$ cat src/rtl/tccs_pkg.sv
// ============================================================================
// tccs_pkg
// Shared types, constants and helpers for the text console engine.
// ============================================================================
package tccs_pkg;

    localparam int COLUMNS    = 80;
    localparam int ROWS       = 25;
    localparam int CELLS      = COLUMNS * ROWS;
    localparam int COL_W      = $clog2(COLUMNS);
    localparam int ROW_W      = $clog2(ROWS);
    localparam int ADDR_W     = $clog2(CELLS);
    localparam int LOC_W      = 11;
    localparam int LOC_CALC_W = (ADDR_W > LOC_W) ? ADDR_W : LOC_W;

    localparam logic [15:0] BLANK_CELL = 16'h0F20;

    localparam logic [1:0] CMD_PUT   = 2'd0;
    localparam logic [1:0] CMD_READ  = 2'd1;
    localparam logic [1:0] CMD_CLEAR = 2'd2;

    localparam logic [7:0] CH_BS    = 8'h08;
    localparam logic [7:0] CH_TAB   = 8'h09;
    localparam logic [7:0] CH_LF    = 8'h0A;
    localparam logic [7:0] CH_CR    = 8'h0D;
    localparam logic [7:0] CH_SPACE = 8'h20;
    localparam logic [7:0] CH_DEL   = 8'h7F;

    typedef struct packed {
        logic [1:0]  cmd;
        logic [7:0]  char_code;
        logic [3:0]  bg_color;
        logic [3:0]  fg_color;
        logic [10:0] cell_index;
    } tccs_in_t;

    typedef struct packed {
        logic [10:0] cursor_location;
        logic [15:0] read_data;
    } tccs_out_t;

    typedef struct packed {
        logic load;
        logic exec;
        logic scroll;
        logic fill;
        logic cnt_zero;
        logic result_load;
    } tccs_cmd_t;

    typedef struct packed {
        logic scroll_req;
        logic clear_req;
        logic scroll_last;
        logic fill_last;
        logic out_busy;
    } tccs_status_t;

    function automatic logic [LOC_CALC_W-1:0] cell_loc(
        logic [ROW_W-1:0] r,
        logic [COL_W-1:0] c
    );
        return LOC_CALC_W'(r) * LOC_CALC_W'(COLUMNS) + LOC_CALC_W'(c);
    endfunction

endpackage

$ cat src/rtl/tccs_ctrl.sv
// ============================================================================
// tccs_ctrl
// Sequencer: intake, command execution, scroll and fill sweeps, result hand-off.
// ============================================================================
module tccs_ctrl (
    input  logic                  clk,
    input  logic                  rst_n,
    input  logic                  in_valid,
    output logic                  in_ready,
    input  tccs_pkg::tccs_status_t st,
    output tccs_pkg::tccs_cmd_t   cmd
);
    import tccs_pkg::*;

    typedef enum logic [5:0] {
        S_INIT   = 6'b000001,
        S_IDLE   = 6'b000010,
        S_EXEC   = 6'b000100,
        S_SCROLL = 6'b001000,
        S_FILL   = 6'b010000,
        S_FINISH = 6'b100000
    } state_t;

    state_t state_reg;
    state_t state_next;

    always_ff @(posedge clk or negedge rst_n)
    begin
        if (!rst_n)
        begin
            state_reg <= S_INIT;
        end
        else
        begin
            state_reg <= state_next;
        end
    end

    always_comb
    begin
        state_next = state_reg;
        cmd        = '0;
        in_ready   = 1'b0;
        unique case (state_reg)
            S_INIT:
            begin
                cmd.fill = 1'b1;
                if (st.fill_last)
                    state_next = S_IDLE;
            end
            S_IDLE:
            begin
                in_ready = 1'b1;
                if (in_valid)
                begin
                    cmd.load   = 1'b1;
                    state_next = S_EXEC;
                end
            end
            S_EXEC:
            begin
                cmd.exec = 1'b1;
                if (st.scroll_req)
                begin
                    cmd.cnt_zero = 1'b1;
                    state_next   = S_SCROLL;
                end
                else if (st.clear_req)
                begin
                    cmd.cnt_zero = 1'b1;
                    state_next   = S_FILL;
                end
                else
                begin
                    state_next = S_FINISH;
                end
            end
            S_SCROLL:
            begin
                cmd.scroll = 1'b1;
                if (st.scroll_last)
                    state_next = S_FILL;
            end
            S_FILL:
            begin
                cmd.fill = 1'b1;
                if (st.fill_last)
                    state_next = S_FINISH;
            end
            S_FINISH:
            begin
                if (!st.out_busy)
                begin
                    cmd.result_load = 1'b1;
                    state_next      = S_IDLE;
                end
            end
            default:
            begin
                state_next = S_INIT;
            end
        endcase
    end

endmodule

$ cat config.mk
export PLATFORM = sky130hd
export DESIGN_NAME = tccs_ctrl
export DESIGN_NICKNAME = d
export VERILOG_FILES = /design/src/rtl/tccs_pkg.sv /design/src/rtl/tccs_ctrl.sv
export SDC_FILE = /design/constraint.sdc
export NUM_CORES = 1
export LEC_CHECK = 0
export ABC_CLOCK_PERIOD_IN_PS = 2150
export BUFFER_PORTS_ARGS = -buffer_cell sky130_fd_sc_hd__buf_2
export CORE_ASPECT_RATIO = 1.2
export CORE_MARGIN = 10
export CORE_UTILIZATION = 30
export CTS_BUF_LIST = sky130_fd_sc_hd__clkbuf_16
export DETAILED_ROUTE_END_ITERATION = 16
export PLACE_DENSITY = 0.55
export SLEW_MARGIN = 20
export SYNTH_ARGS = -nofsm -noshare
export SYNTH_HDL_FRONTEND = slang
export SYNTH_SLANG_ARGS = --single-unit
$ cat constraint.sdc
create_clock -name clk -period 2.15 [get_ports clk]
set_clock_uncertainty 0.15 [all_clocks]
set_input_delay 0.645 -clock clk [delete_from_list [all_inputs] [get_ports clk]]
set_output_delay 0.645 -clock clk [all_outputs]
set_load 0.005 [all_outputs]
==> flow_metrics.env <==
export IMPL_grt_overflow_total=0
export IMPL_hp_class="in -> async"
export IMPL_r2r_slack_ps=240
export IMPL_critPathCaptureType="primary output"
export IMPL_wl_per_cell_um=14.4
export IMPL_finalHoldViolCount=0
export IMPL_ios=15
export IMPL_initial_core_util_pct=32.6
export IMPL_grt_max_degree=10
export IMPL_arrival_ps=1420
export IMPL_syn_inst=57
export IMPL_drt_total_wl_mm=1.44
export IMPL_die_x_um=56.4
export IMPL_cp_startpoint="state_reg[4]"
export IMPL_coreArea_um2=1460
export IMPL_grt_use_total_pct=7.69
export IMPL_dp_slack_ps=71.7
export IMPL_min_period_ps=2210
export IMPL_largest_reg_flops=6
export IMPL_port_buffers=14
export IMPL_synth_fa_ha_area_share_pct=0
export IMPL_syn_num_nets=65
export IMPL_synth_cell_area_um2=478
export IMPL_synth_mux_area_share_pct=2.09
export IMPL_cts_sinks=6
export IMPL_place_gp_congestion=0.772
export IMPL_synth_compound_area_share_pct=19.4
export IMPL_drc=0
export IMPL_tns_ps=-105
export IMPL_drt_iter0_markers=9
export IMPL_insertion_delay_ps=230
export IMPL_synth_distinct_cells=27
export IMPL_grt_pass1_wl_mm=2.33
export IMPL_via_count=540
export IMPL_critPathMaxFanout=4
export IMPL_rsz0062_at_grt="yes"
export IMPL_min_period_over_period_pct=103
export IMPL_synthXorXnorAreaFrac_pct=3.66
export IMPL_synth_top_family_by_area="simple AND/OR/NAND/NOR gates"
export IMPL_synth_edf_count=0
export IMPL_reg2reg_depth=4
export IMPL_tightest_slew_ps=475
export IMPL_ys_flop_type="dfrtp_1"
export IMPL_maxCapViolCount=0
export IMPL_dieArea_um2=3600
export IMPL_setup_viol=2
export IMPL_worstPathRequired_ps=1350
export IMPL_setup_ws_ps=-62.0
export IMPL_ctsHoldBuffers=0
export IMPL_cts_buffers=3
export IMPL_r2r_start="state_reg[1]"
export IMPL_whs_ps=83.0
export IMPL_tritoncts="yes"
export IMPL_timing_max_transition_violations_final=0
export IMPL_dp_hpwl_mm=1.01
export IMPL_dieHeight_um=63.7
export IMPL_ys_warn_count=0
export IMPL_viasPerCell=5.40
export IMPL_ys_seq_area_share_pct=31.7
export IMPL_drt_pass1_iterations=4
export IMPL_ant_nets=0
export IMPL_cts_root_buf="clkbuf_16"
export IMPL_final_core_util_pct=52.4
export IMPL_violations="setup timing"
export IMPL_synth_simple_area_share_pct=36.9
export IMPL_drive_above_1_share_pct=56.6
export IMPL_fmax_ghz=0.452
export IMPL_diodes=0
export IMPL_dp_cells=88
export IMPL_timing_rr_end="state_reg[5]"
export IMPL_grt_pass1_vias=543
export IMPL_power_density_nw_per_um2=1190
export IMPL_status="finished, violations left"
export IMPL_peakVddDrop_mv=0.620
export IMPL_fp_row_count=15
export IMPL_async_reset_ff_share_pct=100
export IMPL_cts_max_level=1
export IMPL_fin_nets=92
export IMPL_endpoint="cmd[1]"
export IMPL_synth_area_per_cell_um2=8.39
export IMPL_antenna_found_initial=0
export IMPL_p_leak_nw=0.378
export IMPL_syn2layout_area_growth_pct=60.5
export IMPL_ys_ff_latch=6
export IMPL_cts_buffer_depth=2
export IMPL_critPathKind="reg -> out"
export IMPL_fillers=138
export IMPL_slew_headroom_pct=68.0
export IMPL_worst_setup_path_start_kind="flip-flop"
export IMPL_clk_pin_slew_worst_paths_ps=40
export IMPL_layout_cells_non_filler=100
power by group:
group          switching, mW  leakage [nW]  internal (mW)
registers             0.0634        0.0721          0.151
logic                  0.164         0.264          0.231
clock network         0.0647        0.0423          0.241
total                  0.292         0.378          0.623
per-stage QoR:
step,power [mW],cell area [um^2]
2_1_floorplan,0.407,478
3_3_place_gp,0.507,577
3_5_place_dp,0.509,577
4_1_cts,0.870,708
5_1_grt,0.972,767
6_report,0.916,767
layout make-up:
class,instances,area (um^2),share of cell area (%)
multi-input cells,45,337,43.9
well taps,17,21.3,2.77
repair buffers,26,166,21.7
flip-flops and latches,6,156,20.4
clock buffers,3,75.1,9.79
clock inverters,1,3.75,0.489
inverters,2,7.51,0.979
worst min-delay path by stage:
| stage | to | cells after the start | from | slack (ps) |
|---|---|---|---|---|
| CTS | state_reg[3] | 1 | rst_n | 90 |
| finish | state_reg[3] | 1 | rst_n | 80 |
| global placement | state_reg[3] | 1 | rst_n | 320 |
| detailed placement | state_reg[4] | 1 | rst_n | 320 |
| global route | state_reg[3] | 1 | rst_n | 90 |
| floorplan | state_reg[1] | 0 | rst_n | 200 |
cell usage after synthesis, drive strengths merged, types with 2 or more instances:
master | number | area, um^2
nor2b | 3 | 18.8
inv | 2 | 7.51
nor3 | 3 | 15.0
clkbuf | 3 | 11.3
nor2 | 4 | 15.0
nor4 | 3 | 18.8
o21ai | 8 | 40.0
nand2 | 5 | 18.8
dfrtp | 5 | 125
o21a | 4 | 30.0
placed cells by master, fill, tap and decap left out, drive strengths merged, types with 3 or more instances in the layout:
| master | Yosys | layout |
|---|---|---|
| dfrtp | 5 | 5 |
| nand2 | 5 | 5 |
| buf | 1 | 26 |
| o21ai | 8 | 8 |
| nor2 | 4 | 4 |
| inv | 2 | 3 |
| clkbuf | 3 | 3 |
| nor4 | 3 | 3 |
| nor2b | 3 | 3 |
| o21a | 4 | 4 |
| nor3 | 3 | 3 |
metal layers:
metal	up-vias	part of all wire, %	GRT usage, %
li1	262	-	-
met1	252	41	7.94
met2	22	51	13.6
met3	4	6.8	1.80
met4	0	1.2	4.52
met5	-	0	0
logic make-up (layout without fill, tap and decap cells):
group                  after synthesis  in the layout
flip-flops                           6              6
XOR/XNOR                             2              2
AO/OA/AOI/OAI                       14             14
multiplexers                         1              1
AND/OR/NAND/NOR                     28             28
buffers and inverters                6             32
critical path: stages (launching register included):
cell,delay [ps]
dfrtp_2,440
nor4_4,300
and3b_2,240
o21a_1,110
buf_2,100
timing repair:
item,in CTS,in global routing
buffers inserted,3,5
pin swaps,2,3
endpoints found under the setup margin,6,6
resized for setup,9,5
Power figures use the tool's default switching activity.
